**src/rtl/psmst_pkg.sv**
```systemverilog
// ----------------------------------------------------------------------------
// psmst_pkg
// Shared constants and types for the point set spanning tree weight unit.
// ----------------------------------------------------------------------------
package psmst_pkg;

    localparam int MAX_POINTS = 1024;
    localparam int COORD_BITS = 10;

    localparam int IDX_W    = $clog2(MAX_POINTS);
    localparam int CNT_W    = $clog2(MAX_POINTS + 1);
    localparam int SQ_W     = 2 * COORD_BITS;
    localparam int DIST_W   = SQ_W + 1;
    localparam int CFG_W    = 22;
    localparam int CMP_W    = (DIST_W > CFG_W) ? DIST_W : CFG_W;
    localparam int WEIGHT_W = 31;
    localparam int SUM_W    = ((DIST_W > WEIGHT_W) ? DIST_W : WEIGHT_W) + 1;
    localparam int IN_DATA_W  = ((2 * COORD_BITS + 7) / 8) * 8;
    localparam int OUT_DATA_W = ((WEIGHT_W + 7) / 8) * 8;

    localparam logic [WEIGHT_W-1:0] WEIGHT_MAX = {WEIGHT_W{1'b1}};

    typedef enum logic [2:0] {
        S_LOAD,
        S_START,
        S_SQ,
        S_UPD,
        S_SCAN,
        S_NEXT,
        S_DONE
    } state_t;

    // point handed down the chain during loading
    typedef struct packed {
        logic                  occ;
        logic [COORD_BITS-1:0] x;
        logic [COORD_BITS-1:0] y;
    } pt_t;

    // running minimum handed down the chain during a scan
    typedef struct packed {
        logic                  found;
        logic [DIST_W-1:0]     d;
        logic [COORD_BITS-1:0] x;
        logic [COORD_BITS-1:0] y;
        logic [IDX_W-1:0]      idx;
    } scan_t;

    // broadcast controls from the sequencer to every cell
    typedef struct packed {
        logic                  shift;
        logic                  clear;
        logic                  start;
        logic                  upd;
        logic                  mark;
        logic [IDX_W-1:0]      mark_idx;
        logic [COORD_BITS-1:0] cur_x;
        logic [COORD_BITS-1:0] cur_y;
        logic [CFG_W-1:0]      min_dist;
    } ctrl_t;

endpackage

```
**src/rtl/psmst_cell.sv**
```systemverilog
// ----------------------------------------------------------------------------
// psmst_cell
// One point slot: stores a point, its link distance to the tree, and takes
// part in the chained minimum scan.
// ----------------------------------------------------------------------------
module psmst_cell
    import psmst_pkg::*;
(
    input  logic             clk,
    input  logic             rst_n,
    input  logic [IDX_W-1:0] cell_idx,
    input  ctrl_t            ctrl,
    input  pt_t              pt_in,
    output pt_t              pt_out,
    input  scan_t            scan_in,
    output scan_t            scan_out
);

    logic                  occ_reg;
    logic                  intree_reg;
    logic                  lv_reg;
    logic [COORD_BITS-1:0] x_reg;
    logic [COORD_BITS-1:0] y_reg;
    logic [DIST_W-1:0]     link_reg;
    logic [SQ_W-1:0]       sqx_reg;
    logic [SQ_W-1:0]       sqy_reg;
    scan_t                 scan_reg;
    scan_t                 scan_next;

    logic [COORD_BITS-1:0] dx;
    logic [COORD_BITS-1:0] dy;
    logic [DIST_W-1:0]     dist_sq;
    logic                  cand;

    assign dx      = (x_reg > ctrl.cur_x) ? x_reg - ctrl.cur_x : ctrl.cur_x - x_reg;
    assign dy      = (y_reg > ctrl.cur_y) ? y_reg - ctrl.cur_y : ctrl.cur_y - y_reg;
    assign dist_sq = DIST_W'(sqx_reg) + DIST_W'(sqy_reg);
    assign cand    = occ_reg && !intree_reg && lv_reg;

    // strict compare keeps the lower-index candidate on a tie
    always_comb
    begin
        scan_next = scan_in;
        if (cand && (!scan_in.found || link_reg < scan_in.d))
        begin
            scan_next.found = 1'b1;
            scan_next.d     = link_reg;
            scan_next.x     = x_reg;
            scan_next.y     = y_reg;
            scan_next.idx   = cell_idx;
        end
    end

    always_ff @(posedge clk or negedge rst_n)
    begin
        if (!rst_n)
        begin
            occ_reg    <= 1'b0;
            intree_reg <= 1'b0;
            lv_reg     <= 1'b0;
        end
        else
        begin
            if (ctrl.clear)
                occ_reg <= 1'b0;
            else if (ctrl.shift)
                occ_reg <= pt_in.occ;
            if (ctrl.start)
            begin
                intree_reg <= (cell_idx == '0);
                lv_reg     <= 1'b0;
            end
            else
            begin
                if (ctrl.mark && ctrl.mark_idx == cell_idx)
                    intree_reg <= 1'b1;
                if (ctrl.upd && occ_reg && !intree_reg &&
                    CMP_W'(dist_sq) >= CMP_W'(ctrl.min_dist) &&
                    (!lv_reg || dist_sq < link_reg))
                    lv_reg <= 1'b1;
            end
        end
    end

    always_ff @(posedge clk)
    begin
        if (ctrl.shift)
        begin
            x_reg <= pt_in.x;
            y_reg <= pt_in.y;
        end
        sqx_reg  <= SQ_W'(dx) * SQ_W'(dx);
        sqy_reg  <= SQ_W'(dy) * SQ_W'(dy);
        scan_reg <= scan_next;
        if (ctrl.upd && occ_reg && !intree_reg &&
            CMP_W'(dist_sq) >= CMP_W'(ctrl.min_dist) &&
            (!lv_reg || dist_sq < link_reg))
            link_reg <= dist_sq;
    end

    assign pt_out   = '{occ: occ_reg, x: x_reg, y: y_reg};
    assign scan_out = scan_reg;

endmodule

```
**config.mk**
```make
export PLATFORM = sky130hd
export DESIGN_NAME = psmst_cell
export DESIGN_NICKNAME = d
export VERILOG_FILES = /design/src/rtl/psmst_pkg.sv /design/src/rtl/psmst_cell.sv
export SDC_FILE = /design/constraint.sdc
export NUM_CORES = 1
export LEC_CHECK = 0
export BUFFER_PORTS_ARGS = -buffer_cell sky130_fd_sc_hd__buf_2
export CORE_MARGIN = 4
export CORE_UTILIZATION = 30
export CTS_CLUSTER_SIZE = 40
export DETAILED_ROUTE_END_ITERATION = 10
export PLACE_DENSITY = 0.47
export SYNTH_ARGS = -nofsm -noshare
export SYNTH_HDL_FRONTEND = slang
export SYNTH_SLANG_ARGS = --single-unit
```
**constraint.sdc**
```tcl
create_clock -name clk -period 20.1 [get_ports clk]
set_input_delay 0 -clock clk [delete_from_list [all_inputs] [get_ports clk]]
set_output_delay 0 -clock clk [all_outputs]
set_load 0.005 [all_outputs]
```
==> out/results.md, run 1 <==
| Item | This run | Unit |
| --- | --- | --- |
| Longest Clk Path Bufs | 2 | - |
| Total of flip-flops plus latches after synthesis | 134 | - |
| # Max-Cap Violations | 0 | - |
| Worst flop-to-flop path startpoint | x_reg[0] | - |
| Main flop type after synthesis | dfxtp_1 | - |
| Number of nets in the layout | 2164 | - |
| Count of final max-slew check failures | 0 | - |
| Nature of the critical path startpoint | flip-flop | - |
| Number of unique standard cell types used by synthesis | 71 | - |
| Vias in the first global route | 10900 | - |
| Maximum number of pins on one net before global-route repair | 52 | - |
| Insertion delay of the later-clocked pin in the worst-skew pair | 0.46 | ns |
| Clock tree from TritonCTS | yes | - |
| Critical register-to-register path endpoint | sqx_reg[18] | - |
| Average instance area after synthesis | 9.45 | µm² |
| Crit-path leading delay family | adder cells | - |
| Sequential fraction of the synthesis area | 23.5 | % |
| Fraction of the cycle the final worst path needs | 41.2 | % |
| Number of buffers created by CTS | 17 | - |
| Overall die width | 218 | µm |
| Post-CTS Setup Bufs | 0 | - |
| Result of the run | finished, final reports clean | - |
| Area of the multi-input gates | 8990 | µm² |
| CTS root buffer | clkbuf_16 | - |
| Worst setup skew after layout | 0.0151 | ns |
| Worst setup slack after placement | 11.89 | ns |
| Warning count from the yosys run | 0 | - |
| Share of layout cells above drive strength 1 | 18.5 | % |
| Post-synth EDFFs | 41 | - |
| Flip-flop count of the largest register, all copies and words added | 52 | - |
| Setup CP Type | reg2reg | - |
| Residual overflow from global routing | 0 | - |
| Detail-routed via count per cell | 4.45 | - |
| Critical Path Sink Type | flip-flop | - |
| Slew at the pin with the worst max-slew slack | 1.12 | ns |
| Final critical path time including I/O delays and setup | 8.27 | ns |
| Nets in the synthesized netlist | 1855 | - |
| Global-route wire length before repair | 54500 | µm |
| Worst-case register-to-register setup slack | 11.83 | ns |
| Final hold violations | 0 | - |
| Number of sinks on the clock net | 134 | - |
| Worst Hold Launch | ctrl[56] | - |
| Worst hold endpoint | y_reg[8] | - |
| Detailed-placement wirelength estimate | 26700 | µm |
| Wire length per cell | 14.1 | µm |
| Total routing resource utilization after global routing | 14.3 | % |
| Num ports | 215 | - |
| Vias post-DR | 10300 | - |
| Min-Delay Path Depth | 1 | - |
| Share of synthesized registers carrying an async set or reset | 2.24 | % |
| Summed negative setup slack over all endpoints | 0 | ns |
| 1st-iter DRT viols | 338 | - |
| Clock edge transition at the registers on the reported setup and hold paths | 0.07 | ns |
| Standard cell core area | 43400 | µm² |
| Number of buffers inserted by port buffering | 214 | - |
| DRT Wirelength | 32500 | µm |
| Cts hold-fix bufs | 92 | - |
| Critical Path Max Stage Delay | 0.58 | ns |
| Count of mapped cells out of synthesis | 1401 | - |
| Routability congestion estimate | 0.849 | - |
| Final Worst Setup Slack | 11.83 | ns |
| Core Util, Final | 38.0 | % |
| Row cnt | 76 | - |
| Worst endpoint required time | 20.48 | ns |
| Final-layout fill cell count | 4429 | - |
| Arrival time at the worst endpoint | 8.65 | ns |
| Number of detailed-route iterations in the first pass | 4 | - |
| Post-synthesis cell area | 13200 | µm² |
| Starting Density | 30.5 | % |
| Cts repair resizes | 0 | - |
| Setup repair after global routing missed its margin | no | - |
| Commonest non-fill, non-tap cells in the layout | 278 x inv_1, 214 x buf_2, 213 x ha_1, 99 x fa_1, 97 x nor2_1 | - |
| Synthesis-to-layout area growth | 24.4 | % |
| Slowest CP cell | o41ai_1 | - |
| Hold/Removal Path Class | in2reg | - |
| Max H-tree Level | 4 | - |
| Residual antenna-violating net count after detailed routing | 0 | - |
| Headroom to the max-slew limit | 25.2 | % |
| Reg2reg path depth | 31 | - |
| Die area | 47600 | µm² |
| Critical-path maximum fanout | 16 | - |
| Die boundary height | 218 | µm |
| Count of final setup violators | 0 | - |
| Sequential cell area in the final layout | 3110 | µm² |
| Bufs and invs on worst path | 5 | - |
| Number of remaining DRC errors | 0 | - |
| Maximum frequency from static timing analysis | 121 | MHz |
| Most common library cell in the layout ignoring fill and taps | inv_1 | - |
| Antenna violations before repair | 4 | - |
==> layout make-up <==
cell class	count	share of cell area [%]
clock buffer	18	2.67
tap	585	4.44
multi-input combinational	967	54.6
clock inverter	14	0.790
antenna	2	0.0304
timing repair buffer	310	12.3
inverter	280	6.38
sequential	134	18.9
==> cell usage after synthesis, types with 4 or more instances <==
library cell	count	share of area [%]
inv_1	278	7.9
ha_1	213	20
fa_1	99	15
nor2_1	98	2.8
dfxtp_1	90	14
a21oi_1	69	2.6
xnor2_1	65	4.3
nand2_1	56	1.6
edfxtp_1	41	9.3
o21ai_0	39	1.5
a21o_1	37	2.1
mux2_2	36	3.1
mux2i_1	29	2.2
nor3_1	23	0.87
nand2b_1	22	1.0
xor2_1	20	1.3
nand3_1	17	0.64
nor2b_1	14	0.66
nand4_1	13	0.61
or2_2	9	0.43
o21a_1	8	0.45
o21bai_1	8	0.45
and3_1	7	0.33
clkbuf_1	7	0.20
a2111oi_0	6	0.40
a31oi_1	6	0.28
and2_1	6	0.28
buf_2	6	0.23
or3_1	5	0.24
a221oi_1	4	0.26
o211ai_1	4	0.23
o31ai_1	4	0.23
==> worst max path at each step <==
| stage | from | end | slack [ns] | cells past startpoint |
|---|---|---|---|---|
| after detailed placement | x_reg[0] | sqx_reg[18] | 11.89 | 30 |
| final | x_reg[0] | sqx_reg[18] | 11.83 | 31 |
| after floorplan | x_reg[0] | sqx_reg[18] | 12.61 | 31 |
| after global routing | x_reg[0] | sqx_reg[18] | 11.24 | 31 |
| after CTS | x_reg[0] | sqx_reg[18] | 11.86 | 31 |
| after global placement | x_reg[0] | sqx_reg[18] | 12.02 | 28 |
==> kinds of logic after synthesis <==
family	after synthesis	synth area share, %
flops	134	23.5
simple gates	281	10.2
compound gates	223	11.5
xor+xnor	86	5.75
buf+inv	300	8.73
fa+ha+maj	312	35.1
mux	65	5.25
==> per-stage QoR <==
| stage | hold WS, ns | instances | area (µm²) |
|---|---|---|---|
| after floorplan | -0.296 | 1401 | 13200 |
| after global placement | -0.201 | 2184 | 15000 |
| after detailed placement | -0.202 | 2184 | 15000 |
| after CTS | 0.0758 | 2308 | 16500 |
| after global routing | 0.0967 | 2309 | 16500 |
| final | 0.111 | 2310 | 16500 |
==> routing by layer <==
layer | up-vias | wire length, µm | share of wire [%] | GRT usage [%]
met1 | 4791 | 15600 | 48 | 19.0
met5 | - | 0 | 0 | 0
li1 | 5263 | - | - | -
met4 | 0 | 456 | 1.4 | 4.11
met2 | 196 | 15000 | 46 | 23.3
met3 | 21 | 1490 | 4.6 | 3.16
Power of run 1 is left out: the tool's default activity adds up to more than one toggle a clock period on the data nets, which glitch-free logic cannot reach.
==> inputs of run 2 (changes only) <==
--- a/config.mk
+++ b/config.mk
@@ -5,6 +5,7 @@
 export SDC_FILE = /design/constraint.sdc
 export NUM_CORES = 1
 export LEC_CHECK = 0
+export ABC_AREA = 1
 export BUFFER_PORTS_ARGS = -buffer_cell sky130_fd_sc_hd__buf_2
 export CORE_MARGIN = 4
 export CORE_UTILIZATION = 30
==> constraint.sdc (replaced) <==
create_clock -name clk -period 8.1 [get_ports clk]
set_input_delay 0 -clock clk [delete_from_list [all_inputs] [get_ports clk]]
set_output_delay 0 -clock clk [all_outputs]
set_load 0.005 [all_outputs]
==> run 2 against run 1 <==
  * Utilization fell by 0.28 points
  * Final cell count rose by 15%
  * Non-clock buffer count rose by 7
  * Synthesized cell count rose by 23%
  * Clock skew fell by 0.0065 ns
  * Design area rose by 3.7%
  * Critical endpoint is now sqy_reg[19]
  * Area after synthesis rose by 3.6%
==> out/results.md, run 2 <==
| Item | This run | Unit | Delta |
| --- | --- | --- | --- |
| Result of the run | finished, final reports clean | - |  |
| Number of remaining DRC errors | 0 | - | unchanged |
| Detailed-placement wirelength estimate | 32700 | µm | +22% |
| Commonest non-fill, non-tap cells in the layout | 369 x inv_1, 318 x nand2_1, 214 x buf_2, 213 x ha_1, 139 x nor2_1 | - |  |
| Slew at the pin with the worst max-slew slack | 0.881 | ns | -0.240 ns |
| Worst flop-to-flop path startpoint | y_reg[0] | - |  |
| Reg2reg path depth | 28 | - | -9.7% |
| Most numerous cell types in the synthesized netlist | 369 x inv_1, 319 x nand2_1, 213 x ha_1, 139 x nor2_1, 104 x a21oi_1 | - |  |
| Share of layout cells above drive strength 1 | 13.8 | % | -4.8 points |
| Final hold violations | 0 | - | unchanged |
| Diode count | 0 | - | -2 |
| Most common library cell in the layout ignoring fill and taps | inv_1 | - |  |
| Post-synthesis cell area | 13700 | µm² | +3.6% |
| Worst endpoint required time | 8.45 | ns | -12.03 ns |
| Detail-routed via count per cell | 4.42 | - | -0.61% |
| Overall die width | 222 | µm | +1.7% |
| Clock tree from TritonCTS | yes | - |  |
| Nature of the critical path startpoint | flip-flop | - |  |
| Max H-tree Level | 4 | - | unchanged |
| Critical register-to-register path endpoint | sqy_reg[19] | - |  |
| Main area contributors after synthesis | ha_1 19%, fa_1 14%, dfxtp_1 13% | - |  |
| Residual antenna-violating net count after detailed routing | 0 | - | unchanged |
| Worst hold endpoint | y_reg[8] | - |  |
| Antenna violations before repair | 0 | - | -4 |
| Main flop type after synthesis | dfxtp_1 | - |  |
| Critical-path maximum fanout | 13 | - | -3 |
| Headroom to the max-slew limit | 41.1 | % | +16 points |
| Residual overflow from global routing | 0 | - | unchanged |
| Final-layout fill cell count | 4743 | - | +7.1% |
| Worst-case register-to-register setup slack | 0.94 | ns | -10.89 ns |
| CTS root buffer | clkbuf_16 | - |  |
| Number of buffers inserted by port buffering | 214 | - | unchanged |
| Routability congestion estimate | 0.855 | - | +0.60% |
| Start point of the critical path | y_reg[0] | - |  |
| Arrival time at the worst endpoint | 7.52 | ns | -1.13 ns |
| Row cnt | 78 | - | +2.6% |
| Warning count from the yosys run | 0 | - | unchanged |
| Sequential fraction of the synthesis area | 22.7 | % | -0.81 points |
| Average instance area after synthesis | 7.94 | µm² | -16% |
| Number of unique standard cell types used by synthesis | 47 | - | -34% |
| 1st-iter DRT viols | 497 | - | +47% |
| Count of final setup violators | 0 | - | unchanged |
| Number of detailed-route iterations in the first pass | 5 | - | +1 |
| Synth area leader | ha_1 | - |  |
| Standard cell core area | 45300 | µm² | +4.4% |
| Total of flip-flops plus latches after synthesis | 134 | - | unchanged |
| Worst Hold Launch | ctrl[56] | - |  |
| Min-Delay Path Depth | 1 | - | unchanged |
| Hold/Removal Path Class | in2reg | - |  |
| Vias in the first global route | 12200 | - | +11% |
| Number of sinks on the clock net | 134 | - | unchanged |
| Count of final max-slew check failures | 0 | - | unchanged |
| Insertion delay of the later-clocked pin in the worst-skew pair | 0.46 | ns | about the same |
| Share of synthesized registers carrying an async set or reset | 2.24 | % | unchanged |
| Num ports | 215 | - | unchanged |
| Setup CP Type | reg2reg | - |  |
| Proportion of netlist area held by the largest area contributor | 19.4 | % | -0.69 points |
| Total routing resource utilization after global routing | 16.0 | % | +1.7 points |
| Fraction of the cycle the final worst path needs | 88.4 | % | +47 points |
| Starting Density | 30.3 | % | -0.25 points |
| Wire length per cell | 14.7 | µm | +4.2% |
| Flip-flop count of the largest register, all copies and words added | 52 | - | unchanged |
| Maximum number of pins on one net before global-route repair | 83 | - | +60% |
| Nets in the synthesized netlist | 2181 | - | +18% |
| Post-synth EDFFs | 41 | - | unchanged |
| Maximum frequency from static timing analysis | 140 | MHz | +15% |
| Worst setup skew after layout | 0.00859 | ns | -0.00654 ns |
| Longest Clk Path Bufs | 2 | - | unchanged |
| Critical Path Max Stage Delay | 0.72 | ns | +0.14 ns |
| DRT Wirelength | 39000 | µm | +20% |
| Most frequently used cell type in the post-synthesis netlist | inv_1 | - |  |
| Vias post-DR | 11700 | - | +14% |
| Number of nets in the layout | 2498 | - | +15% |
| Die boundary height | 222 | µm | +1.7% |
| Die area | 49200 | µm² | +3.4% |
| Setup repair after global routing missed its margin | no | - |  |
| Critical Path Sink Type | flip-flop | - |  |
| Synthesis-to-layout area growth | 24.5 | % |  |
| Number of buffers created by CTS | 17 | - | unchanged |
| Final critical path time including I/O delays and setup | 7.16 | ns | -1.11 ns |
| Count of mapped cells out of synthesis | 1727 | - | +23% |
| # Max-Cap Violations | 0 | - | unchanged |
| Hold slack final | 0.161 | ns | +0.0504 ns |
| Summed negative setup slack over all endpoints | 0 | ns | unchanged |
| Slowest CP cell | xor2_1 | - |  |
| Clock edge transition at the registers on the reported setup and hold paths | 0.07 | ns | about the same |
| Global-route wire length before repair | 63200 | µm | +16% |
## run 2: how the worst max path moves through the flow
stage / endpoint / slack, ns / cells past startpoint
after floorplan: sqx_reg[18] / 1.93 / 30
after global placement: sqy_reg[19] / 0.90 / 28
after detailed placement: sqy_reg[19] / 0.91 / 28
after CTS: sqy_reg[19] / 0.89 / 28
after global routing: sqy_reg[19] / 0.47 / 28
final: sqy_reg[19] / 0.94 / 28
## run 2: layout make-up
cell class | instances | area (µm²) | share of cell area (%)
multi-input combinational | 1203 | 9130 | 53.4
inverter | 371 | 1390 | 8.15
clock inverter | 14 | 180 | 1.05
timing repair buffer | 317 | 2070 | 12.1
tap | 600 | 751 | 4.40
sequential | 134 | 3110 | 18.2
clock buffer | 18 | 450 | 2.64
## run 2: metrics by stage
step | worst slack [ns] | util, % | area, µm² | std cells
floorplan | 1.93 | - | 13700 | 1727
global placement | 0.902 | 34.3 | 15500 | 2534
detailed placement | 0.911 | 34.3 | 15500 | 2534
CTS | 0.895 | 37.7 | 17100 | 2657
global route | 0.469 | 37.7 | 17100 | 2657
finish | 0.937 | 37.7 | 17100 | 2657
## run 2: what timing repair did
item	4_1_cts	5_1_grt
hold buffers	91	0
buffers inserted	0	0
hold endpoints to repair	78	0
gates resized for setup	0	0
## run 2: logic make-up (layout without fill, tap and decap cells)
kind of cell,Yosys count,count (layout),synth area share [%]
fa+ha+maj,312,312,33.9
simple gates,546,546,16.2
flops,134,134,22.7
compound gates,257,257,10.4
mux,3,3,0.274
xor+xnor,85,85,5.70
buf+inv,390,720,10.9
## run 2: metal layers
metal  up-vias  GRT usage (%)  share of wire, %
li1       6111              -                 -
met1      5406           21.9                49
met2       199           26.3                46
met3        26           3.14               3.9
met4         0           3.54               1.2
met5         -              0                 0
## run 2: worst max-delay path, delay by kind of cell (launching register included)
family / cells / cell delay, ns
buffers and inverters: 6 / 0.55
AND/OR/NAND/NOR: 11 / 1.43
adder cells (fa/ha/maj): 8 / 3.53
flip-flops: 1 / 0.42
AO/OA/AOI/OAI: 2 / 0.39
XOR/XNOR: 1 / 0.72
Power of run 2 is left out for the same reason.
